===== src/rtl/core/rrdng_pkg.sv =====
// Shared types, constants and helpers for the round-robin node selector.
// No dependencies; imported by rrdng_ctrl, the top module and the testbench.
package rrdng_pkg;

  localparam int MaxNodes = 16;
  localparam int NodeW    = $clog2(MaxNodes);
  localparam int CntW     = NodeW + 1;
  localparam int TimeW    = 32;

  // Configuration register indexes
  localparam logic CfgNodeCount = 1'b0;
  localparam logic CfgGraceTime = 1'b1;

  localparam logic [CntW-1:0]  NodeCountRst = CntW'(1);
  localparam logic [TimeW-1:0] GraceTimeRst = TimeW'(30);

  typedef struct packed {
    logic [CntW-1:0]  n;      // nodes in use, clamped to 1..MaxNodes
    logic [TimeW-1:0] grace;
  } cfg_t;

  typedef struct packed {
    logic             found;
    logic [NodeW-1:0] node;
  } res_t;

  // Step a node index by one, wrapping at the node count.
  function automatic logic [NodeW-1:0] wrap_inc(logic [NodeW-1:0] i, logic [CntW-1:0] n);
    logic [CntW-1:0] s;
    s = {1'b0, i} + CntW'(1);
    return (s >= n) ? '0 : s[NodeW-1:0];
  endfunction

endpackage


===== src/rtl/core/rrdng_ram.sv =====
// Generic single-write, single-read synchronous RAM with registered read data.
// No dependencies.
module rrdng_ram #(
  parameter int Width = 32,
  parameter int Depth = 16
) (
  input  logic                     clk_i,
  input  logic                     we_i,
  input  logic [$clog2(Depth)-1:0] waddr_i,
  input  logic [Width-1:0]         wdata_i,
  input  logic                     re_i,
  input  logic [$clog2(Depth)-1:0] raddr_i,
  output logic [Width-1:0]         rdata_o
);

  logic [Width-1:0] mem_q [Depth];

  always_ff @(posedge clk_i) begin
    if (we_i) begin
      mem_q[waddr_i] <= wdata_i;
    end
    if (re_i) begin
      rdata_o <= mem_q[raddr_i];
    end
  end

endmodule


===== src/rtl/core/rrdng_ctrl.sv =====
// Sequencer for the node selector: marks nodes dead, checks the grace deadline
// through the death-time RAM and scans for an alive node. Uses rrdng_pkg.
module rrdng_ctrl (
  input  logic                        clk_i,
  input  logic                        rst_ni,
  input  rrdng_pkg::cfg_t             cfg_i,
  input  logic                        in_valid_i,
  output logic                        in_stall_o,
  input  logic                        mode_i,
  input  logic [rrdng_pkg::NodeW-1:0] node_index_i,
  input  logic [rrdng_pkg::TimeW-1:0] now_i,
  output logic                        ram_we_o,
  output logic [rrdng_pkg::NodeW-1:0] ram_waddr_o,
  output logic [rrdng_pkg::TimeW-1:0] ram_wdata_o,
  output logic                        ram_re_o,
  output logic [rrdng_pkg::NodeW-1:0] ram_raddr_o,
  input  logic [rrdng_pkg::TimeW-1:0] ram_rdata_i,
  output logic                        res_valid_o,
  input  logic                        res_ready_i,
  output rrdng_pkg::res_t             res_o
);
  import rrdng_pkg::*;

  localparam logic [1:0] SIdle = 2'd0;
  localparam logic [1:0] SEval = 2'd1;
  localparam logic [1:0] SScan = 2'd2;
  localparam logic [1:0] SDone = 2'd3;

  logic [1:0]          state_q, state_d;
  logic [NodeW-1:0]    ptr_q, ptr_d;
  logic [MaxNodes-1:0] dead_q, dead_d;   // entry holds a death time
  logic [CntW-1:0]     step_q, step_d;
  logic [NodeW-1:0]    p_q, p_d;
  logic [NodeW-1:0]    q_q, q_d;
  logic [TimeW-1:0]    now_q, now_d;
  res_t                res_q, res_d;
  logic [NodeW-1:0]    p_sel;
  logic [TimeW:0]      deadline;

  assign p_sel      = ({1'b0, ptr_q} < cfg_i.n) ? ptr_q : '0;
  assign deadline   = {1'b0, ram_rdata_i} + {1'b0, cfg_i.grace};
  assign in_stall_o = (state_q != SIdle);
  assign res_valid_o = (state_q == SDone);
  assign res_o       = res_q;

  always_comb begin
    state_d     = state_q;
    ptr_d       = ptr_q;
    dead_d      = dead_q;
    step_d      = step_q;
    p_d         = p_q;
    q_d         = q_q;
    now_d       = now_q;
    res_d       = res_q;
    ram_we_o    = 1'b0;
    ram_waddr_o = node_index_i;
    ram_wdata_o = (now_i == '0) ? TimeW'(1) : now_i;
    ram_re_o    = 1'b0;
    ram_raddr_o = p_sel;
    case (state_q)
      SIdle: begin
        if (in_valid_i) begin
          if (mode_i) begin
            if ({1'b0, node_index_i} < cfg_i.n) begin
              ram_we_o             = 1'b1;
              dead_d[node_index_i] = 1'b1;
            end
            res_d   = '0;
            state_d = SDone;
          end else begin
            ram_re_o = 1'b1;
            p_d      = p_sel;
            now_d    = now_i;
            state_d  = SEval;
          end
        end
      end
      SEval: begin
        if (!dead_q[p_q] || (deadline <= {1'b0, now_q})) begin
          // revive the node if it was dead and due
          dead_d[p_q] = 1'b0;
          res_d.found = 1'b1;
          res_d.node  = p_q;
          ptr_d       = wrap_inc(p_q, cfg_i.n);
          state_d     = SDone;
        end else begin
          q_d     = wrap_inc(p_q, cfg_i.n);
          step_d  = CntW'(1);
          state_d = SScan;
        end
      end
      SScan: begin
        if (step_q >= cfg_i.n) begin
          res_d   = '0;
          ptr_d   = wrap_inc(p_q, cfg_i.n);
          state_d = SDone;
        end else if (!dead_q[q_q]) begin
          res_d.found = 1'b1;
          res_d.node  = q_q;
          ptr_d       = wrap_inc(q_q, cfg_i.n);
          state_d     = SDone;
        end else begin
          q_d    = wrap_inc(q_q, cfg_i.n);
          step_d = step_q + CntW'(1);
        end
      end
      SDone: begin
        if (res_ready_i) begin
          state_d = SIdle;
        end
      end
      default: begin
        state_d = SIdle;
      end
    endcase
  end

  always_ff @(posedge clk_i or negedge rst_ni) begin
    if (!rst_ni) begin
      state_q <= SIdle;
      ptr_q   <= '0;
      dead_q  <= '0;
      step_q  <= '0;
    end else begin
      state_q <= state_d;
      ptr_q   <= ptr_d;
      dead_q  <= dead_d;
      step_q  <= step_d;
    end
  end

  always_ff @(posedge clk_i) begin
    p_q   <= p_d;
    q_q   <= q_d;
    now_q <= now_d;
    res_q <= res_d;
  end

  a_found_in_range: assert property (@(posedge clk_i) disable iff (!rst_ni)
    (res_valid_o && res_o.found) |-> ({1'b0, res_o.node} < cfg_i.n))
    else $error("chosen node outside the table in use");

  a_found_alive: assert property (@(posedge clk_i) disable iff (!rst_ni)
    (res_valid_o && res_o.found) |-> !dead_q[res_o.node])
    else $error("chosen node is still marked dead");

  a_mark_sets_dead: assert property (@(posedge clk_i) disable iff (!rst_ni)
    (state_q == SIdle && in_valid_i && mode_i && ({1'b0, node_index_i} < cfg_i.n))
    |=> dead_q[$past(node_index_i)])
    else $error("mark-dead transfer did not record the node");

  a_scan_bounded: assert property (@(posedge clk_i) disable iff (!rst_ni)
    (state_q == SScan) |-> (step_q <= cfg_i.n))
    else $error("scan ran past the node count");

endmodule


===== src/rtl/core/round_robin_with_dead_node_grace.sv =====
// Channel  | handshake                  | payload
// in       | in_valid_i / in_stall_o    | mode_i, node_index_i, now_i
// out      | out_valid_o / out_stall_i  | found_o, chosen_node_o
// cfg      | cfg_we_i                   | cfg_idx_i, cfg_wdata_i
//
// A mark-dead item writes the RAM and finishes; a select item reads the RAM
// and, if the pointer node is dead and not due, scans one node per cycle.
// One item is in flight at a time; the output register frees the core, so the
// next item is accepted while a result waits under out_stall_i.
// Reset marks every node alive in flip-flop flags at once; no clearing pass.
// Uses rrdng_pkg, rrdng_ram and rrdng_ctrl.
module round_robin_with_dead_node_grace (
  input  logic                        clk_i,
  input  logic                        rst_ni,
  input  logic                        cfg_we_i,
  input  logic                        cfg_idx_i,
  input  logic [rrdng_pkg::TimeW-1:0] cfg_wdata_i,
  input  logic                        in_valid_i,
  output logic                        in_stall_o,
  input  logic                        mode_i,
  input  logic [rrdng_pkg::NodeW-1:0] node_index_i,
  input  logic [rrdng_pkg::TimeW-1:0] now_i,
  output logic                        out_valid_o,
  input  logic                        out_stall_i,
  output logic                        found_o,
  output logic [rrdng_pkg::NodeW-1:0] chosen_node_o
);
  import rrdng_pkg::*;

  logic [CntW-1:0]  node_count_q;
  logic [TimeW-1:0] grace_q;
  cfg_t             cfg;
  logic             ram_we, ram_re;
  logic [NodeW-1:0] ram_waddr, ram_raddr;
  logic [TimeW-1:0] ram_wdata, ram_rdata;
  logic             res_valid, res_ready;
  res_t             res;
  logic             out_valid_q;
  res_t             out_q;

  always_ff @(posedge clk_i or negedge rst_ni) begin
    if (!rst_ni) begin
      node_count_q <= NodeCountRst;
      grace_q      <= GraceTimeRst;
    end else if (cfg_we_i) begin
      case (cfg_idx_i)
        CfgNodeCount: node_count_q <= cfg_wdata_i[CntW-1:0];
        CfgGraceTime: grace_q      <= cfg_wdata_i;
        default: ;
      endcase
    end
  end

  // Clamp the count to 1..MaxNodes
  always_comb begin
    if (node_count_q == '0) begin
      cfg.n = CntW'(1);
    end else if (node_count_q > CntW'(MaxNodes)) begin
      cfg.n = CntW'(MaxNodes);
    end else begin
      cfg.n = node_count_q;
    end
    cfg.grace = grace_q;
  end

  rrdng_ram #(
    .Width(TimeW),
    .Depth(MaxNodes)
  ) u_dead_ram (
    .clk_i  (clk_i),
    .we_i   (ram_we),
    .waddr_i(ram_waddr),
    .wdata_i(ram_wdata),
    .re_i   (ram_re),
    .raddr_i(ram_raddr),
    .rdata_o(ram_rdata)
  );

  rrdng_ctrl u_ctrl (
    .clk_i       (clk_i),
    .rst_ni      (rst_ni),
    .cfg_i       (cfg),
    .in_valid_i  (in_valid_i),
    .in_stall_o  (in_stall_o),
    .mode_i      (mode_i),
    .node_index_i(node_index_i),
    .now_i       (now_i),
    .ram_we_o    (ram_we),
    .ram_waddr_o (ram_waddr),
    .ram_wdata_o (ram_wdata),
    .ram_re_o    (ram_re),
    .ram_raddr_o (ram_raddr),
    .ram_rdata_i (ram_rdata),
    .res_valid_o (res_valid),
    .res_ready_i (res_ready),
    .res_o       (res)
  );

  // Output register: load when empty or when the held result transfers
  assign res_ready = !out_valid_q || !out_stall_i;

  always_ff @(posedge clk_i or negedge rst_ni) begin
    if (!rst_ni) begin
      out_valid_q <= 1'b0;
    end else if (res_ready) begin
      out_valid_q <= res_valid;
    end
  end

  always_ff @(posedge clk_i) begin
    if (res_ready && res_valid) begin
      out_q <= res;
    end
  end

  assign out_valid_o   = out_valid_q;
  assign found_o       = out_q.found;
  assign chosen_node_o = out_q.node;

endmodule


===== config.mk =====
export PLATFORM = sky130hd
export DESIGN_NAME = round_robin_with_dead_node_grace
export DESIGN_NICKNAME = d
export VERILOG_FILES = /design/src/rtl/core/rrdng_pkg.sv /design/src/rtl/core/rrdng_ram.sv /design/src/rtl/core/rrdng_ctrl.sv /design/src/rtl/core/round_robin_with_dead_node_grace.sv
export SDC_FILE = /design/constraint.sdc
export NUM_CORES = 1
export LEC_CHECK = 0
export ABC_AREA = 0
export BUFFER_PORTS_ARGS = -buffer_cell sky130_fd_sc_hd__buf_4
export CAP_MARGIN = 20
export CORE_AREA = 2 2 228 230
export CTS_CLUSTER_SIZE = 8
export DETAILED_ROUTE_END_ITERATION = 8
export DIE_AREA = 0 0 230 232
export PLACE_DENSITY_LB_ADDON = 0.3
export SYNTH_ARGS = -nofsm -noshare
export SYNTH_HDL_FRONTEND = slang
export SYNTH_HIERARCHICAL = 1
export SYNTH_SLANG_ARGS = --single-unit

===== constraint.sdc =====
create_clock -name clk_i -period 4.6 [get_ports clk_i]
set_input_delay 1.15 -clock clk_i [delete_from_list [all_inputs] [get_ports clk_i]]
set_output_delay 1.15 -clock clk_i [all_outputs]
set_load 0.01 [all_outputs]

==> metrics.txt, run 1 <==
status=finished, violations left; failing checks=negative setup slack; clock root cell=clkbuf_16; gr ovfl total=0; Final Cell Area=between 30000 and 40000 µm²; RePlAce Congestion=around 0.9; DP HPWL=~41000 µm; drt pass-1 iters=5; Inserted Clock Buffers=between 90 and 100; top cell type's share of synthesized area=between 60% and 70%; Mapped Cells=1641; final hold viol count=0; crit path DAT=around 5100 ps; drt drc=0; Min-Delay Path Class=reg2reg; post-synthesis sequential area ratio=between 60% and 70%; first-pass GRT wire length=roughly 110000 µm; Final Max Slew Viols=0; synth top area cells=edfxtp_1 63%, mux4_2 11%, dfrtp_1 5.3%; largest net degree at the start of global routing=between 60 and 70; vias per inst=6.33; CTS Buffer Depth=3; Syn. warnings=6; Netlist Area Pre-Place=roughly 28000 µm²; Port Buffer Count=about 80; drt wl/cell=~28 µm; layout cell share with drive strength beyond 1=between 20 and 30%; Final setup viols=28; Final period util=103%; Core Area=around 51000 µm²; CP Launch Type=flip-flop; clk sinks=about 660; Clock Skews=18.9 ps; die area=53400 µm²; initial antenna violation count=3; pwr dens=565 nW/µm²; crit path from=grace_q[1]; Max Cap Violations=0; syn_nets=roughly 1800; synth unique cells=62; Clock transition at path regs=60 ps; FF+latch count, synth=659; # IOs=82; Net count, final=~2000; Main synth FF type=edfxtp_1; total global routing track utilization=27.2%; CTS tree=yes; Crit Path Class=reg2reg; Syn-to-layout area delta=18.9%; chip width=230 µm; worst skew pair latency=630 ps; Site Rows=83; RSZ-0062 raised after global routing=true; CP Max Fanout=6; number of fill cells=~3300; total power=between 15 and 20 mW; Initial Util=between 50% and 60%; total number of vias=16282; CP required=about 5000 ps; Final WS setup=-140 ps; Post-synth ARST share=around 9.9%; RR Startpoint=grace_q[1]; Hold Crit Start=u_ctrl/res_o[3]; CP endpoint kind=flip-flop; Antenna Cells=0; Max Freq=211 MHz; vias in the first global route=roughly 17000; pre-CTS WS=-287 ps; post-layout util=66.0%; DRT Wirelength=~70000 µm; H-tree levels=3; post-placement cell area=slightly above 30000 µm²; clock period minus worst slack=between 4000 and 5000 ps; post-route ant nets=0; LEAKAGE=11.8 nW; worst-margin pin slew=between 1000 and 1500 ps; Rel. slew slack=32.4%; area leader, netlist=edfxtp_1; Starting DRT DRC Count=roughly 1800; EDFF count, synth=~590; Avg Inst Size Synth=between 15 and 20 µm²; Max IR drop VDD=between 0.0003 and 0.0004 V; total negative setup slack=-1760 ps; die height=about 230 µm
## registers in the layout (all words and copies together), names as in the netlist
signal	cells
u_ctrl/state_q	2
found_o	1
chosen_node_o	4
u_ctrl/dead_q	16
u_ctrl/ptr_q	4
out_valid_o	1
u_ctrl/res_o	5
u_dead_ram/mem_q	512
node_count_q	5
u_ctrl/step_q	5
u_ctrl/p_q	4
grace_q	32
u_ctrl/now_q	32
u_dead_ram/rdata_o	32
u_ctrl/q_q	4
## placed cells by master (no fill, tap or decap), drive strengths merged, types with 4 or more instances in the layout
cell type | Yosys | routed
a211oi | 7 | 7
a21o | 30 | 30
a21oi | 64 | 64
a22oi | 66 | 66
a311oi | 4 | 4
a31oi | 11 | 11
a41oi | 14 | 14
and2 | 9 | 9
and3 | 9 | 9
buf | 39 | 182
clkbuf | 58 | 160
dfrtp | 60 | 60
dfstp | 5 | 5
edfxtp | 594 | 594
ha | 95 | 95
inv | 64 | 68
mux2 | 41 | 41
mux2i | 5 | 5
mux4 | 137 | 137
nand2 | 80 | 80
nand2b | 16 | 16
nand3 | 12 | 12
nand4 | 15 | 15
nor2 | 45 | 45
nor2b | 22 | 22
nor3 | 17 | 17
nor4 | 9 | 9
o21a | 8 | 8
o21ai | 34 | 34
o21bai | 5 | 5
xnor2 | 19 | 19
xor2 | 13 | 13
## logic make-up (layout without fill, tap and decap cells)
kind of cell    count (synthesis)  count (layout)  synth area share [%]
buf+inv                       161             411                  2.40
fa+ha+maj                      96              96                  4.28
flops                         659             659                  69.0
compound gates                265             265                  6.39
mux                           183             183                  12.7
xor+xnor                       32              32                 0.993
simple gates                  245             245                  4.24
## cell usage after synthesis (3+ instances only)
cell,n
nand2b_1,16
buf_1,12
xor2_1,13
a22oi_1,66
ha_1,95
nor2b_1,22
xnor2_1,19
and2_1,9
a21oi_1,63
o211ai_1,3
dfrtp_1,60
o21bai_1,5
mux4_2,137
nor3_1,17
nand3_1,12
edfxtp_1,594
mux2_2,41
dfstp_2,5
o21a_1,8
a211oi_1,5
nor2_1,45
mux2i_1,5
and3_1,9
nand4_1,15
buf_2,11
nand3b_1,3
a41oi_1,14
nor4_1,9
a211o_1,3
nand2_1,80
a31oi_1,11
a311oi_1,4
a21o_1,30
clkbuf_1,58
o21ai_0,31
buf_4,16
inv_1,64
## worst max-delay path, cell delays in order, from the launching register on
cell and delay, ps:
dfstp_2 550, ha_4 200, a211o_1 280, a211oi_2 230
or4_4 180, a21oi_4 60, o41a_1 360, a41o_1 240
a2111o_1 390, a21oi_2 160, xnor2_1 80, ha_1 290
and3_4 180, o21ai_2 50, o21a_1 190, o2111a_1 280
a21oi_4 210, nand2b_4 100, and2_4 220, a21oi_4 210
## metal layers
layer | vias to the layer above | GRT usage [%] | share of wire [%]
li1 | 6914 | - | -
met1 | 8429 | 36.5 | 39
met2 | 808 | 45.6 | 51
met3 | 131 | 4.36 | 8.0
met4 | 0 | 9.31 | 2.6
met5 | - | 0 | 0
## timing repair
item / in CTS / in global routing
setup endpoints to repair: 35 / 35
gates cloned: 0 / 1
resized for setup: 23 / 37
hold buffers: 0 / 0
buffers inserted: 4 / 0
pin swaps: 19 / 13
## per-stage QoR
stage,std cells,hold WS [ps]
final,2571,413
after global routing,2571,414
after CTS,2569,410
after detailed placement,2402,406
after global placement,2402,401
after floorplan,1641,400
## path summary, 6_finish.rpt
| path | to | slack (ps) | cells past startpoint |
|---|---|---|---|
| worst max-delay path | u_ctrl/q_q[1] | -140 | 19 |
| worst min-delay path | chosen_node_o[3] | 410 | 0 |
| worst max register to register | u_ctrl/q_q[1] | -140 | 19 |
| worst min register to register | chosen_node_o[3] | 410 | 0 |
| max in group asynchronous | grace_q[13] | 3320 | 1 |
| min in group asynchronous | u_ctrl/dead_q[9] | 670 | 1 |
## where the power goes
group          total [mW]  switching (mW)  leakage, nW  internal [mW]
logic                5.56            2.98         4.38           2.58
registers            7.16           0.203         6.16           6.96
clock network        6.24            2.44         1.27           3.80
total                19.0            5.62         11.8           13.3
## final cells by class
cell class              instances  area (µm²)  area share (%)
clock buffers                 159        2610            7.76
multi-input cells             821        8620            25.7
repair buffers                183        1730            5.16
inverters                      64         240           0.716
flip-flops and latches        659       19500            58.0
clock inverters                 5        51.3           0.153
well taps                     680         851            2.53
(Power assumes the default switching activity.)
==> run 2, diff against run 1 <==
Settings changed: ABC_AREA 0 to 1, CORE_AREA 2 2 228 230 to 2 2 240 242, DIE_AREA 0 0 230 232 to 0 0 242 244.
==> metrics.txt, run 2 <==
number of fill cells=4448 (was 3320); Avg Inst Size Synth=9.74 µm² (was 17.2 µm²); met1 wire length=34900 µm (was 27600 µm); Max Cap Violations=0 (unchanged); H-tree levels=3 (unchanged); uppermost layer routed=met5 (was met4); drt pass-1 iters=6 (was 5); crit path DAT=4760 ps (was 5060 ps); slowest stage delay, CP=530 ps (was 550 ps); commonest cells after routing, fill and taps aside=950 x nand2_1, 594 x edfxtp_1, 541 x inv_1, 442 x nand3_1, 106 x buf_4 (was 594 x edfxtp_1, 152 x buf_4, 137 x mux4_2, 95 x clkbuf_16, 88 x ha_1); Cell Chain, Critical Path=ha_1 -> a21oi_1 -> nand2_1 -> nand2_1 -> nand2_1 -> a21oi_1 -> inv_1 -> nand2_1 -> nand2_1 -> a21oi_1 -> o21ai_0 -> xor2_1 -> ha_1 -> nand4_1 -> nor2_1 -> nand4_1 -> o21ai_2 -> inv_2 -> nand3_4 -> nand2_1 -> nor3_1 -> buf_4 (was ha_4 -> a211o_1 -> a211oi_2 -> or4_4 -> a21oi_4 -> o41a_1 -> a41o_1 -> a2111o_1 -> a21oi_2 -> xnor2_1 -> ha_1 -> and3_4 -> o21ai_2 -> o21a_1 -> o2111a_1 -> a21oi_4 -> nand2b_4 -> and2_4 -> a21oi_4); Syn. warnings=6 (unchanged); Starting DRT DRC Count=2517 (was 1779); CP endpoint kind=flip-flop (unchanged); final hold viol count=0 (unchanged); RePlAce Congestion=0.891 (was 0.889); worst skew pair latency=650 ps (was 630 ps); vias in the first global route=22448 (was 16686); FF+latch count, synth=659 (unchanged); synth unique cells=51 (was 62); clock period minus worst slack=4420 ps (was 4740 ps); Final Max Slew Viols=0 (unchanged); Cell Count, Final, Fillers Out=4110 (was 2571); first-pass GRT wire length=128000 µm (was 106000 µm); die height=244 µm (was 232 µm); largest net degree at the start of global routing=130 (was 69); post-placement cell area=33200 µm² (was 30500 µm²); total number of vias=22992 (was 16282); total global routing track utilization=28.5% (was 27.2%); CTS resizes=0 (was 23); pre-CTS WS=268 ps (was -287 ps); Max IR drop VDD=0.000482 V (was 0.000340 V); post-layout util=63.6% (was 66.0%); worst-margin pin slew=1030 ps (was 1010 ps); # IOs=82 (unchanged); CTS tree=yes (unchanged); RSZ-0062 raised after global routing=false (was true); Slowest-stage cell, CP=dfstp_2 (unchanged); EDFF count, synth=594 (unchanged); Initial Util=56.6% (was 55.5%); synth cell count leaders=950 x nand2_1, 594 x edfxtp_1, 542 x inv_1 (was 594 x edfxtp_1, 137 x mux4_2, 95 x ha_1); CP required=4940 ps (was 4920 ps); post-route ant nets=0 (unchanged); Crit path max-delay family=simple AND/OR/NAND/NOR gates (was compound AO/OA/AOI/OAI gates); drt drc=0 (unchanged); pwr dens=555 nW/µm² (was 565 nW/µm²); Post-CTS Setup Bufs=0 (was 4); area leader, netlist=edfxtp_1 (unchanged); chip width=242 µm (was 230 µm); DRT Wirelength=83700 µm (was 71000 µm); clock root cell=clkbuf_16 (unchanged); Crit Path Class=reg2reg (unchanged); Most common cell on crit path=nand2_1 (was a21oi_4); Net count, final=3497 (was 1992); gr ovfl total=0 (unchanged); dominant cell by count in the synthesized netlist=nand2_1 (was edfxtp_1); Rel. slew slack=31.0% (was 32.4%); Site Rows=87 (was 83); Largest Register=u_dead_ram/mem_q (unchanged); Mapped Cells=3265 (was 1641); Clock transition at path regs=50 ps (was 60 ps); CP Buf/Inv Count=3 (was 0); routed length on met3=8030 µm (was 5690 µm); LEAKAGE=15.7 nW (was 11.8 nW); die area=59000 µm² (was 53400 µm²); CP Max Fanout=7 (was 6); Netlist Area Pre-Place=31800 µm² (was 28200 µm²); synth top area cells=edfxtp_1 56%, nand2_1 11%, nand3_1 7.0% (was edfxtp_1 63%, mux4_2 11%, dfrtp_1 5.3%); Post-synth ARST share=9.86% (unchanged); max reg flops=512 (unchanged); Clock Skews=32.2 ps (was 18.9 ps); Final setup viols=0 (was 28); Core Area=56200 µm² (was 50900 µm²); total negative setup slack=0 ps (was -1760 ps); Final WS setup=178 ps (was -140 ps); syn_nets=3436 (was 1812); vias per inst=5.59 (was 6.33); Max Freq=226 MHz (was 211 MHz); met2 WL=38100 µm (was 35900 µm); Final Cell Area=35700 µm² (was 33600 µm²); most common cell after layout, fill and taps aside=nand2_1 (was edfxtp_1); post-synthesis sequential area ratio=61.2% (was 69.0%); CP Launch Type=flip-flop (unchanged); dpl cells=3988 (was 2402); CTS Buffer Depth=3 (unchanged); clk sinks=659 (unchanged); drt wl/cell=20.4 µm (was 27.6 µm); Port Buffer Count=81 (unchanged); # hold bufs at CTS=0 (unchanged); total power=19.8 mW (was 19.0 mW); Final Hold Slack=415 ps (was 413 ps); top cell type's share of synthesized area=56.1% (was 63.2%); layout cell share with drive strength beyond 1=8.47% (was 28.7%); Main synth FF type=edfxtp_1 (unchanged); Syn-to-layout area delta=12.3% (was 18.9%); Final period util=96.1% (was 103%); Min-Delay Path Class=reg2reg (unchanged); DP HPWL=50600 µm (was 41500 µm); initial antenna violation count=7 (was 3); Inserted Clock Buffers=92 (unchanged); status=finished clean (was finished, violations left)
run 2: changes by cell type after synthesis, sizes merged, moves of 22 or more:
cell	before	now
nor2	45	94
nor2b	22	0
inv	64	547
o21ai	34	97
nand3	12	445
mux4	137	0
buf	39	105
nand2	80	958
a21o	30	5
mux2	41	0
a22oi	66	2
run 2: cell families (layout without fill, tap and decap cells):
group / after synthesis / count (layout) / synth area share [%]
other: 0 / 2 / 0
AND/OR/NAND/NOR: 1548 / 1548 / 20.6
AO/OA/AOI/OAI: 218 / 218 / 3.79
XOR/XNOR: 34 / 34 / 0.936
adder cells (fa/ha/maj): 96 / 96 / 3.80
flip-flops: 659 / 659 / 61.2
buffers and inverters: 710 / 797 / 9.67
run 2: layout make-up:
| type | instances | area [µm²] | share of cell area [%] |
|---|---|---|---|
| Antenna cell | 2 | 5.00 | 0.0140 |
| Clock inverter | 6 | 135 | 0.378 |
| Sequential cell | 659 | 19500 | 54.5 |
| Timing Repair Buffer | 129 | 1260 | 3.51 |
| Multi-Input combinational cell | 1896 | 9450 | 26.4 |
| Tap cell | 756 | 946 | 2.65 |
| Clock buffer | 114 | 2420 | 6.76 |
| Inverter | 548 | 2070 | 5.78 |
run 2: final timing paths:
kind	startpoint	end	slack (ps)	cells after the start
min	u_ctrl/res_o[0]	chosen_node_o[0]	420	0
min in group asynchronous	rst_ni	out_valid_o	630	1
min reg2reg	u_ctrl/res_o[0]	chosen_node_o[0]	420	0
max reg2reg	grace_q[2]	u_ctrl/res_o[0]	180	22
max	grace_q[2]	u_ctrl/res_o[0]	180	22
max in group asynchronous	rst_ni	grace_q[19]	3320	1
run 2: power breakdown:
group	total [mW]	switching [mW]	internal, mW
clock network	6.10	2.46	3.64
logic	6.48	4.52	1.96
registers	7.25	0.249	7.00
total	19.8	7.23	12.6
run 2: metal layers:
layer | vias to the layer above | global-route usage, %
met5 | - | 0
met4 | 4 | 10.3
met3 | 214 | 5.81
met2 | 1121 | 44.4
met1 | 10900 | 39.9
li1 | 10753 | -
